### src/sv/ksct_pkg.sv
// Shared types, codes and constants of the keyboard scancode translator.
package ksct_pkg;

  localparam int unsigned TABLE_ENTRIES_DEF  = 128;
  localparam int unsigned MNEMONIC_CHARS_DEF = 64;

  localparam int unsigned OP_W    = 3;
  localparam int unsigned CODE_W  = 9;
  localparam int unsigned IPOS_W  = 6;
  localparam int unsigned BYTE_W  = 8;
  localparam int unsigned KIND_W  = 2;
  localparam int unsigned S_TDATA_W = 24;
  localparam int unsigned M_TDATA_W = 8;

  localparam logic [CODE_W-1:0] KEY_SHIFT_PRESS   = 9'd200;
  localparam logic [CODE_W-1:0] KEY_SHIFT_RELEASE = 9'd300;
  localparam logic [CODE_W-1:0] KEY_CTRL_PRESS    = 9'd201;
  localparam logic [CODE_W-1:0] KEY_CTRL_RELEASE  = 9'd301;
  localparam logic [CODE_W-1:0] KEY_ALT_PRESS     = 9'd202;
  localparam logic [CODE_W-1:0] KEY_ALT_RELEASE   = 9'd302;

  localparam logic [BYTE_W-1:0] CHAR_DIGIT_ZERO = 8'h30;
  localparam logic [BYTE_W-1:0] CHAR_DIGIT_NINE = 8'h39;

  typedef enum logic [OP_W-1:0] {
    OP_KEY       = 3'd0,
    OP_WR_PLAIN  = 3'd1,
    OP_WR_SHIFT  = 3'd2,
    OP_WR_PMNEM  = 3'd3,
    OP_WR_SMNEM  = 3'd4
  } ksct_op_e;

  typedef enum logic [KIND_W-1:0] {
    KIND_TABLE = 2'd0,
    KIND_ALT   = 2'd1,
    KIND_MNEM  = 2'd2
  } ksct_kind_e;

  // What the held item asks for, given the modifier flags.
  typedef enum logic [3:0] {
    ACT_NONE,
    ACT_WRITE,
    ACT_SHIFT,
    ACT_CTRL,
    ACT_ALT_PRESS,
    ACT_ALT_RELEASE,
    ACT_CHAR,
    ACT_DIGIT,
    ACT_MNEM
  } ksct_act_e;

  typedef enum logic [1:0] {
    EMIT_CHAR,
    EMIT_ACC,
    EMIT_PENDING
  } ksct_emit_e;

  typedef enum logic [3:0] {
    ST_CLEAR,
    ST_IDLE,
    ST_DECODE,
    ST_CHAR,
    ST_DIGIT,
    ST_ALT_OUT,
    ST_MN_FIRST,
    ST_MN_NEXT,
    ST_MN_LAST
  } ksct_state_e;

  typedef struct packed {
    logic       load_item;
    logic       clear_step;
    logic       tbl_write;
    logic       tgl_shift;
    logic       tgl_ctrl;
    logic       tgl_alt;
    logic       clear_acc;
    logic       feed_digit;
    logic       char_read;
    logic       mn_read_first;
    logic       mn_read_next;
    logic       latch_pending;
    logic       emit;
    ksct_emit_e emit_sel;
    logic       emit_last;
  } ksct_cmd_t;

  typedef struct packed {
    ksct_act_e act;
    logic      clear_done;
    logic      out_free;
    logic      mn_zero;
    logic      pos_last;
  } ksct_sts_t;

endpackage

### src/sv/ksct_ctrl.sv
// Controller state machine: sequences clearing, decoding, lookups and emission.
module ksct_ctrl import ksct_pkg::*; (
  input  logic      clk_i,
  input  logic      rst_ni,
  input  logic      in_valid_i,
  output logic      in_ready_o,
  input  ksct_sts_t sts_i,
  output ksct_cmd_t cmd_o
);

  ksct_state_e state_q, state_d;

  always_ff @(posedge clk_i or negedge rst_ni) begin
    if (!rst_ni) begin
      state_q <= ST_CLEAR;
    end else begin
      state_q <= state_d;
    end
  end

  always_comb begin
    state_d    = state_q;
    cmd_o      = '0;
    cmd_o.emit_sel = EMIT_CHAR;
    in_ready_o = 1'b0;
    unique case (state_q)
      ST_CLEAR: begin
        cmd_o.clear_step = 1'b1;
        if (sts_i.clear_done) begin
          state_d = ST_IDLE;
        end
      end
      ST_IDLE: begin
        in_ready_o = 1'b1;
        if (in_valid_i) begin
          cmd_o.load_item = 1'b1;
          state_d = ST_DECODE;
        end
      end
      ST_DECODE: begin
        state_d = ST_IDLE;
        unique case (sts_i.act)
          ACT_WRITE:       cmd_o.tbl_write = 1'b1;
          ACT_SHIFT:       cmd_o.tgl_shift = 1'b1;
          ACT_CTRL:        cmd_o.tgl_ctrl  = 1'b1;
          ACT_ALT_PRESS:   cmd_o.tgl_alt   = 1'b1;
          ACT_ALT_RELEASE: state_d = ST_ALT_OUT;
          ACT_CHAR: begin
            cmd_o.char_read = 1'b1;
            state_d = ST_CHAR;
          end
          ACT_DIGIT: begin
            cmd_o.char_read = 1'b1;
            state_d = ST_DIGIT;
          end
          ACT_MNEM: begin
            cmd_o.mn_read_first = 1'b1;
            state_d = ST_MN_FIRST;
          end
          default: state_d = ST_IDLE;
        endcase
      end
      ST_CHAR: begin
        if (sts_i.out_free) begin
          cmd_o.emit      = 1'b1;
          cmd_o.emit_sel  = EMIT_CHAR;
          cmd_o.emit_last = 1'b1;
          state_d = ST_IDLE;
        end
      end
      ST_DIGIT: begin
        cmd_o.feed_digit = 1'b1;
        state_d = ST_IDLE;
      end
      ST_ALT_OUT: begin
        if (sts_i.out_free) begin
          cmd_o.emit      = 1'b1;
          cmd_o.emit_sel  = EMIT_ACC;
          cmd_o.emit_last = 1'b1;
          cmd_o.clear_acc = 1'b1;
          cmd_o.tgl_alt   = 1'b1;
          state_d = ST_IDLE;
        end
      end
      ST_MN_FIRST: begin
        if (sts_i.mn_zero) begin
          state_d = ST_IDLE;
        end else begin
          cmd_o.latch_pending = 1'b1;
          if (sts_i.pos_last) begin
            state_d = ST_MN_LAST;
          end else begin
            cmd_o.mn_read_next = 1'b1;
            state_d = ST_MN_NEXT;
          end
        end
      end
      ST_MN_NEXT: begin
        if (sts_i.out_free) begin
          cmd_o.emit      = 1'b1;
          cmd_o.emit_sel  = EMIT_PENDING;
          cmd_o.emit_last = sts_i.mn_zero;
          if (sts_i.mn_zero) begin
            state_d = ST_IDLE;
          end else begin
            cmd_o.latch_pending = 1'b1;
            if (sts_i.pos_last) begin
              state_d = ST_MN_LAST;
            end else begin
              cmd_o.mn_read_next = 1'b1;
            end
          end
        end
      end
      ST_MN_LAST: begin
        if (sts_i.out_free) begin
          cmd_o.emit      = 1'b1;
          cmd_o.emit_sel  = EMIT_PENDING;
          cmd_o.emit_last = 1'b1;
          state_d = ST_IDLE;
        end
      end
      default: state_d = ST_IDLE;
    endcase
  end

endmodule

### config.mk
export PLATFORM = sky130hd
export DESIGN_NAME = ksct_ctrl
export DESIGN_NICKNAME = d
export VERILOG_FILES = /design/src/sv/ksct_pkg.sv /design/src/sv/ksct_ctrl.sv
export SDC_FILE = /design/constraint.sdc
export NUM_CORES = 1
export LEC_CHECK = 0
export BUFFER_PORTS_ARGS = -buffer_cell sky130_fd_sc_hd__buf_2
export CELL_PAD_IN_SITES_DETAIL_PLACEMENT = 0
export CELL_PAD_IN_SITES_GLOBAL_PLACEMENT = 1
export CORE_UTILIZATION = 25
export DETAILED_ROUTE_END_ITERATION = 10
export PLACE_DENSITY = 0.78
export SLEW_MARGIN = 40
export SYNTH_ARGS = -nofsm -noshare
export SYNTH_HDL_FRONTEND = slang
export SYNTH_SLANG_ARGS = --single-unit
### constraint.sdc
create_clock -name clk_i -period 1.9 [get_ports clk_i]
set_clock_uncertainty 0.15 [all_clocks]
set_input_delay 0.38 -clock clk_i [delete_from_list [all_inputs] [get_ports clk_i]]
set_output_delay 0.38 -clock clk_i [all_outputs]
set_load 0.01 [all_outputs]
# ---- Word-level counts from Yosys, hierarchy flattened
# Index checks and enable logic that the tools add are counted.
dict set report word_totals {
  ff_bits 4
  latchBits 0
  ramBits 0
  romBits 0
  input_bits 11
  output_inout_bits 17
  wordCells 60
  memories 0
}
dict set report op_classes {
  addsub 0
  multipliers 0
  n_div 0
  order_cmp 0
  n_eq_ne 21
  shifts 0
  n_mux 34
  bitwise_logic 0
  n_reduce_logical 4
}
# operator count
set ops {}
lappend ops {{$mux W4} 11}
lappend ops {{$eq A4 B3 Y1 const B} 8}
lappend ops {{$pmux W4 S6} 1}
lappend ops {{$eq A4 B2 Y1 const B} 4}
lappend ops {{$pmux W4 S4} 1}
lappend ops {{$mux W1} 13}
lappend ops {{$pmux W3 S4} 1}
lappend ops {{$eq A4 B1 Y1 const B} 2}
lappend ops {{$eq A4 B4 Y1 const B} 2}
lappend ops {{$mux W2} 3}
lappend ops {{$mux W6} 1}
lappend ops {{$ne A2 B2 Y1 const B} 3}
lappend ops {{$reduce_and A5 Y1} 1}
lappend ops {{$logic_not A4 Y1} 1}
lappend ops {{$pmux W2 S2} 1}
lappend ops {{$mux W3} 1}
lappend ops {{$ne A3 B3 Y1 const B} 1}
lappend ops {{$reduce_or A3 Y1} 1}
lappend ops {{$ne A2 B1 Y1 const B} 1}
lappend ops {{$pmux W1 S2} 1}
lappend ops {{$reduce_or A2 Y1} 1}

# ---- Logic depth before layout (Yosys ltp)
# Gate-level depths: netlist of the first run.
dict set report logic_depth {
  depth_word 4
  mapped_depth 6
  depth_no_buf 5
}

# ---- Worst setup path after synthesis of the first run
# Ideal clock, no wire load.
dict set report synth_timing {
  kind {register -> output}
  startpoint {register state_q[2]}
  endpoint {output port cmd_o[13] (netlist bit)}
  arrival_time_ns 1.629
  required_ns 1.370
  path_slack_ns -0.259
  path_stages_with_launch 5
  n_path_buf 1
  path_cell_list {dfrtp_1 -> buf_6 -> or4b_4 -> or3_1 -> nor3_1}
}
# element line_no
set synth_rtl {}
lappend synth_rtl {{start, declared} ksct_ctrl.sv:11} ;# ksct_state_e state_q, state_d;
lappend synth_rtl {{start signal, assigned} ksct_ctrl.sv:17} ;# state_q <= state_d;
lappend synth_rtl {{end, declared} ksct_ctrl.sv:8} ;# output ksct_cmd_t cmd_o

==> key figures, run 1 <==
Detailed routing
  • Vias: 710
  • Wirelength per Cell: 12.0 microns
  • Number of DRC markers in iteration 0: 4
  • Drt total wl: 1720 microns
  • DRC: 0
  • Drt pass-1 iters: 2
  • Via-to-Cell Ratio: 4.97
  • Post-DRT Antenna Nets: 0

Floorplan
  • IO Count: 28
  • DIE AREA: 2200 sq um
  • Core area: 1800 sq um
  • Die X: 46.9 microns
  • Initial core utilization: 28.0%
  • Rows: 15
  • Die Height: 46.9 microns

Global routing
  • Number of global-route vias before repair: 637
  • Pin count of the biggest net entering global routing: 12
  • GR Util All Layers: 15.3%
  • Global-route wire length before repair: 2410 microns
  • Antenna violations before repair: 0
  • Total grt overflow: 0

Setup path
  • Critical path fanouts, max: 3
  • Max stage delay cell, worst path: or4b_4
  • Max incr delay on CP: 0.55 ns
  • Crit path DAT: 1.75 ns
  • Setup crit end kind: output pin
  • WS Path Type: flip-flop to output pin
  • Worst Path Required: 1.37 ns
  • Buf/Inv on CP: 2
  • CP top delay family: simple AND/OR/NAND/NOR gates
  • CP Launch Type: flip-flop
  • CP Cell Sequence: or4b_4 -> buf_4 -> nor3b_4 -> and2_1 -> buf_2

Finish
  • Finished Core Util: 58.8%
  • Top flop regs: state_q x4
  • Max reg flops: 4
  • Area grow syn2layout: 110%
  • Layout Nets: 131
  • ANT cells: 0
  • Post-route design area: 1060 sq um
  • Share of cells above drive strength 1: 70.3%
  • Largest register by flop count: state_q
  • Layout Cells excl Fill: 143

STA
  • WHS: 0.334 ns
  • Final hold violation count: 0
  • Final setup vio count: 17
  • Slew HR: 82.5%
  • Slew @ Worst Pin: 0.262 ns
  • RSZ-0062 raised after global routing: yes
  • Fmax: 438 MHz
  • Tmin final: 2.28 ns
  • Max-slew violation count: 0
  • Final Cycle Share: 120%
  • Final setup margin: -0.381 ns

Clock tree
  • Root Buffer Master: clkbuf_4
  • Cts bufs inserted: 3
  • CTS clk-pin slew, worst paths: 0.03 ns
  • H-tree depth: 1
  • CTS tree: yes
  • Clock tree sinks: 4
  • Latest clock arrival within the worst-skew pair: 0.23 ns
  • Longest Clk Path Bufs: 2

Synthesis
  • Sequential area share after synthesis: 19.9%
  • Gate Count Post-Synth: 69
  • Synth warn: 0
  • Count of state elements after synthesis: 4
  • Mean Syn Cell Area: 7.31 sq um
  • Mapped Area: 504 sq um
  • Post-synth net total: 80
  • Synth cell types: 35

Placed design
  • GPL Wtd Cong: 0.818
  • Place WS: -0.173 ns
  • Final HPWL DP: 1220 microns
  • Dpl cells: 132
  • DP Area: 785 sq um
  • I/O Buffers: 27

Pwr
  • Sw Ratio: 41.8%
  • Cell Int Power: 0.620 mW
  • P_sw: 0.446 mW
  • Comb pwr share: 78.6%
  • Power Dens Cells: 1010 nW/um^2
  • Clock group share of total power: 9.4%
  • Reg power frac: 11.9%
  • Maximum VDD drop: 0.512 mV
  • Leakage: 0.514 nW

Hold path
  • Hold crit path type: input pin to asynchronous set/reset pin

Flow run
  • Max Cap Viol: 0

Run status
  • Status: complete, but fails checks
  • Failing checks: negative setup slack
Yosys cell counts, drive strengths merged:
library cell / instances / area share, %
mux2: 3 / 6.7
inv: 6 / 4.5
nor2: 7 / 5.2
o21ai: 2 / 2.0
a21oi: 4 / 4.0
a22oi: 1 / 1.5
nor3b: 1 / 1.5
and2: 2 / 2.5
a41oi: 1 / 1.7
o221ai: 1 / 1.7
or3: 3 / 3.7
and3: 3 / 3.7
nor3: 4 / 4.0
nand2: 5 / 3.7
nor2b: 2 / 2.5
dfrtp: 4 / 20
and2b: 1 / 1.5
a32oi: 1 / 1.7
a21o: 1 / 1.5
or2b: 1 / 1.5
o31ai: 1 / 1.5
o211ai: 1 / 2.5
nor4: 2 / 2.5
or2: 1 / 1.2
or3b: 2 / 4.0
clkbuf: 1 / 0.74
o22ai: 1 / 1.2
mux2i: 1 / 2.0
buf: 3 / 4.2
o21a: 1 / 1.5
or4b: 1 / 2.7
nand3: 1 / 0.99
per-stage QoR:
step                      total power [mW]  setup TNS [ns]
after floorplan                      0.503          -0.575
after global placement               0.708          -0.745
after detailed placement             0.717           -1.05
after CTS                            0.937           -3.08
after global routing                  1.14           -4.43
final                                 1.07           -3.11
layout make-up:
class / instances / area [sq um]
timing repair buffer: 50 / 375
clock buffer: 3 / 22.5
tap: 25 / 31.3
multi-input combinational: 55 / 508
sequential: 4 / 100
fill: 172 / 742
inverter: 6 / 22.5
layout by cell type, fill, tap and decap left out, types with 2 or more instances in the layout:
| cell | count |
|---|---|
| inv_1 | 5 |
| nor4_2 | 2 |
| and3_4 | 2 |
| clkbuf_4 | 3 |
| or3_4 | 2 |
| nor2_2 | 2 |
| buf_4 | 13 |
| nor2_4 | 2 |
| and2_1 | 2 |
| buf_2 | 22 |
| nor3_4 | 2 |
| nor2b_4 | 2 |
| a21oi_2 | 2 |
| o21ai_1 | 2 |
| nand2_2 | 2 |
| nor2_1 | 3 |
| buf_6 | 14 |
| dfrtp_1 | 4 |
| mux2_2 | 2 |
| nand2_1 | 3 |
path summary, 6_finish.rpt:
kind | startpoint | endpoint | slack [ns] | cells after the start
max | state_q[3] | cmd_o[7] | -0.38 | 5
min | rst_ni | state_q[3] | 0.33 | 2
max reg2reg | state_q[3] | state_q[1] | -0.06 | 5
min reg2reg | state_q[1] | state_q[1] | 0.55 | 2
max in group asynchronous | rst_ni | state_q[0] | 1.15 | 2
min in group clk_i | sts_i[0] | state_q[3] | 0.51 | 4
power groups by stage:
stage               Clock [mW]  Combinational, mW  Sequential [mW]
finish                   0.101              0.838            0.127
global placement             0              0.581            0.127
global route             0.111              0.893            0.132
floorplan                    0              0.380            0.123
CTS                      0.106              0.705            0.126
detailed placement           0              0.591            0.126
worst reg2reg max path, delay by kind of cell (launching register included):
| family | cells | cell delay, ns |
|---|---|---|
| DFF | 1 | 0.37 |
| buffers and inverters | 1 | 0.17 |
| AOI/OAI and AO/OA | 1 | 0.15 |
| muxes | 1 | 0.14 |
| and+or+nand+nor | 2 | 0.92 |
logic make-up after synthesis:
family                 Yosys count  synth area share (%)
AOI/OAI and AO/OA               15                  20.8
buffers and inverters           10                  9.43
DFF                              4                  19.9
muxes                            4                  8.68
and+or+nand+nor                 36                  41.2
metal layers:
metal | wire (microns) | share of wire, % | global-route usage [%]
met5 | 0 | 0 | 0
met4 | 14 | 0.81 | 3.43
met3 | 75 | 4.4 | 3.85
met2 | 950 | 55 | 30.0
met1 | 681 | 40 | 16.3
timing repair:
action / in CTS / in global routing
pin swaps: 11 / 8
endpoints found under the setup margin: 15 / 21
resized for setup: 26 / 19
hold buffers: 1 / 0
setup buffers: 8 / 2
hold endpoints to repair: 4 / 0
(Power assumes the default switching activity.)
==> run 2, diff against run 1 <==
--- a/config.mk
+++ b/config.mk
@@ -10,7 +10,7 @@
 export CELL_PAD_IN_SITES_GLOBAL_PLACEMENT = 1
 export CORE_UTILIZATION = 25
 export DETAILED_ROUTE_END_ITERATION = 10
-export PLACE_DENSITY = 0.78
+export PLACE_DENSITY_LB_ADDON = 0.1
 export SLEW_MARGIN = 40
 export SYNTH_ARGS = -nofsm -noshare
 export SYNTH_HDL_FRONTEND = slang
==> run 2 against run 1 <==
Compared with the run above: the flow still finishes with violations (negative setup slack); combinational power down 18%; sequential share of layout area up 1.8 points; total power down 13%; die area unchanged; highest routed layer unchanged.
==> key figures, run 2 (same netlist as run 1, synthesis figures left out) <==
STA
  • Slew @ Worst Pin: 0.215 ns (-0.0474 ns)
  • Final Cycle Share: 122% (+2.3 points)
  • Tmin final: 2.32 ns (+0.0436 ns)
  • RSZ-0062 raised after global routing: yes
  • Final setup vio count: 16 (-1)
  • Final setup margin: -0.424 ns (-0.0436 ns)
  • Setup TNS: -3.69 ns (-0.585 ns)
  • Final hold violation count: 0 (unchanged)
  • Max-slew violation count: 0 (unchanged)
  • Slew HR: 85.6% (+3.1 points)
  • Fmax: 430 MHz (-1.9%)

Run status
  • Failing checks: negative setup slack
  • Status: complete, but fails checks

Finish
  • Commonest non-fill, non-tap cell in the layout: buf_2
  • Finished Core Util: 49.3% (-9.5 points)
  • Multi-input logic area: 413 sq um (-19%)
  • Most frequent cells in the layout: buf_2 (27), buf_4 (16), inv_1 (6), nor2_1 (5), nand2_1 (5)
  • # fillers: 211 (+23%)
  • Share of cells above drive strength 1: 57.4% (-13 points)
  • Max reg flops: 4 (unchanged)
  • Register area: 100 sq um (unchanged)
  • Top flop regs: state_q x4
  • ANT cells: 0 (unchanged)
  • Layout Nets: 128 (-2.3%)
  • Largest register by flop count: state_q
  • Area grow syn2layout: 76.2%

Pwr
  • Power Dens Cells: 1040 nW/um^2 (+3.3%)
  • Leakage: 0.485 nW (-5.6%)
  • Reg power frac: 14.0% (+2.1 points)
  • Clock group share of total power: 11.9% (+2.5 points)
  • Sw Ratio: 40.7% (-1.1 points)
  • Comb pwr share: 74.1% (-4.5 points)
  • P_sw: 0.376 mW (-16%)
  • Maximum VDD drop: 0.496 mV (-3.1%)
  • Cell Int Power: 0.547 mW (-12%)

Clock tree
  • Longest Clk Path Bufs: 2 (unchanged)
  • Cts bufs inserted: 3 (unchanged)
  • CTS clk-pin slew, worst paths: 0.04 ns (about the same)
  • Root Buffer Master: clkbuf_4
  • Clock tree sinks: 4 (unchanged)
  • Latest clock arrival within the worst-skew pair: 0.24 ns (about the same)
  • H-tree depth: 1 (unchanged)
  • CTS tree: yes

Flow run
  • Max Cap Viol: 0 (unchanged)

Placed design
  • GPL Wtd Cong: 0.693 (-15%)
  • I/O Buffers: 27 (unchanged)
  • Final HPWL DP: 1250 microns (+2.5%)
  • Place WS: -0.159 ns (+0.0141 ns)

Global routing
  • Global-route wire length before repair: 2470 microns (+2.6%)
  • GR Util All Layers: 16.3% (+0.94 points)
  • Number of global-route vias before repair: 578 (-9.3%)
  • Total grt overflow: 0 (unchanged)
  • Antenna violations before repair: 0 (unchanged)
  • Pin count of the biggest net entering global routing: 12 (unchanged)

Setup path
  • Worst Setup SP: state_q[3]
  • Critical path fanouts, max: 3 (unchanged)
  • CP Launch Type: flip-flop
  • Setup crit end kind: output pin
  • WS Path Type: flip-flop to output pin
  • Crit path DAT: 1.79 ns (+0.04 ns)
  • Worst Path Required: 1.37 ns (about the same)
  • R2R Path Start: state_q[3]

Detailed routing
  • Wirelength per Cell: 12.1 microns (+0.42%)
  • DRC: 0 (unchanged)
  • Post-DRT Antenna Nets: 0 (unchanged)
  • Vias: 690 (-2.8%)
  • Drt pass-1 iters: 4 (+2)
  • Number of DRC markers in iteration 0: 9 (+5)
  • Via-to-Cell Ratio: 4.93 (-0.73%)
  • Drt total wl: 1690 microns (-1.7%)

Hold path
  • Hold crit path type: input pin to asynchronous set/reset pin

Floorplan
  • Rows: 15 (unchanged)
  • Initial core utilization: 28.0% (unchanged)
  • Die X: 46.9 microns (unchanged)
  • Core area: 1800 sq um (unchanged)
  • IO Count: 28 (unchanged)
  • Die Height: 46.9 microns (unchanged)
  • DIE AREA: 2200 sq um (unchanged)
-- run 2: cell types whose count changed in the layout (fill, tap and decap cells not counted), moves of 2 or more --
cell and change:
buf_6 -11, buf_2 +5, buf_4 +3, a21oi_1 +2, and3_1 +2, and3_4 -2
nand2_1 +2, nand2_2 -2, nor2_1 +2, nor2_4 -2, nor4_1 +2, nor4_2 -2
o21ai_0 +2, o21ai_1 -2
-- run 2: path summary, 6_finish.rpt --
check	slack, ns	end	cells after the start
worst max-delay path	-0.42	cmd_o[13]	4
worst min-delay path	0.33	state_q[3]	2
worst max register to register	-0.18	state_q[1]	6
worst min register to register	0.53	state_q[1]	2
max in group asynchronous	1.15	state_q[0]	2
min in group clk_i	0.47	state_q[3]	4
-- run 2: per-layer routing --
metal	vias to the layer above	part of all wire (%)	GRT usage [%]	wire length, microns
li1	343	-	-	-
met1	321	43	19.3	732
met2	23	52	29.2	881
met3	3	3.5	1.15	60
met4	0	1.1	8.57	19
met5	-	0	0	0
-- run 2: area by class of cell --
class                   count  share of cell area, %
clock buffers               3                   2.54
inverters                   6                   2.54
multi-input cells          55                   46.5
flip-flops and latches      4                   11.3
well taps                  25                   3.52
repair buffers             47                   33.7
-- run 2: power by group through the flow --
stage                     combinational (mW)  sequential (mW)  clock, mW
after detailed placement               0.592            0.129          0
after global routing                   0.754            0.133      0.119
final                                  0.683            0.129      0.110
after global placement                 0.591            0.127          0
after floorplan                        0.380            0.123          0
after CTS                              0.623            0.128      0.112
-- run 2: stage by stage --
step	instances	instance area, sq um	hold WS, ns	power, mW
floorplan	69	531	-0.0656	0.503
global placement	133	792	0.0349	0.719
detailed placement	133	792	0.0419	0.721
CTS	137	842	0.320	0.863
global route	140	888	0.350	1.01
finish	140	888	0.326	0.922
-- run 2: timing repair --
item	CTS	global route
setup endpoints to repair	16	18
pin swaps	2	5
endpoints found under the hold margin	4	0
gates resized for setup	4	6
setup buffers	0	3
hold buffers	1	0
-- run 2: critical path: stages (launching register included) --
cell and delay [ns]:
dfrtp_1 0.38, or4b_4 0.55, or3_4 0.37, nor3_2 0.11, buf_2 0.14
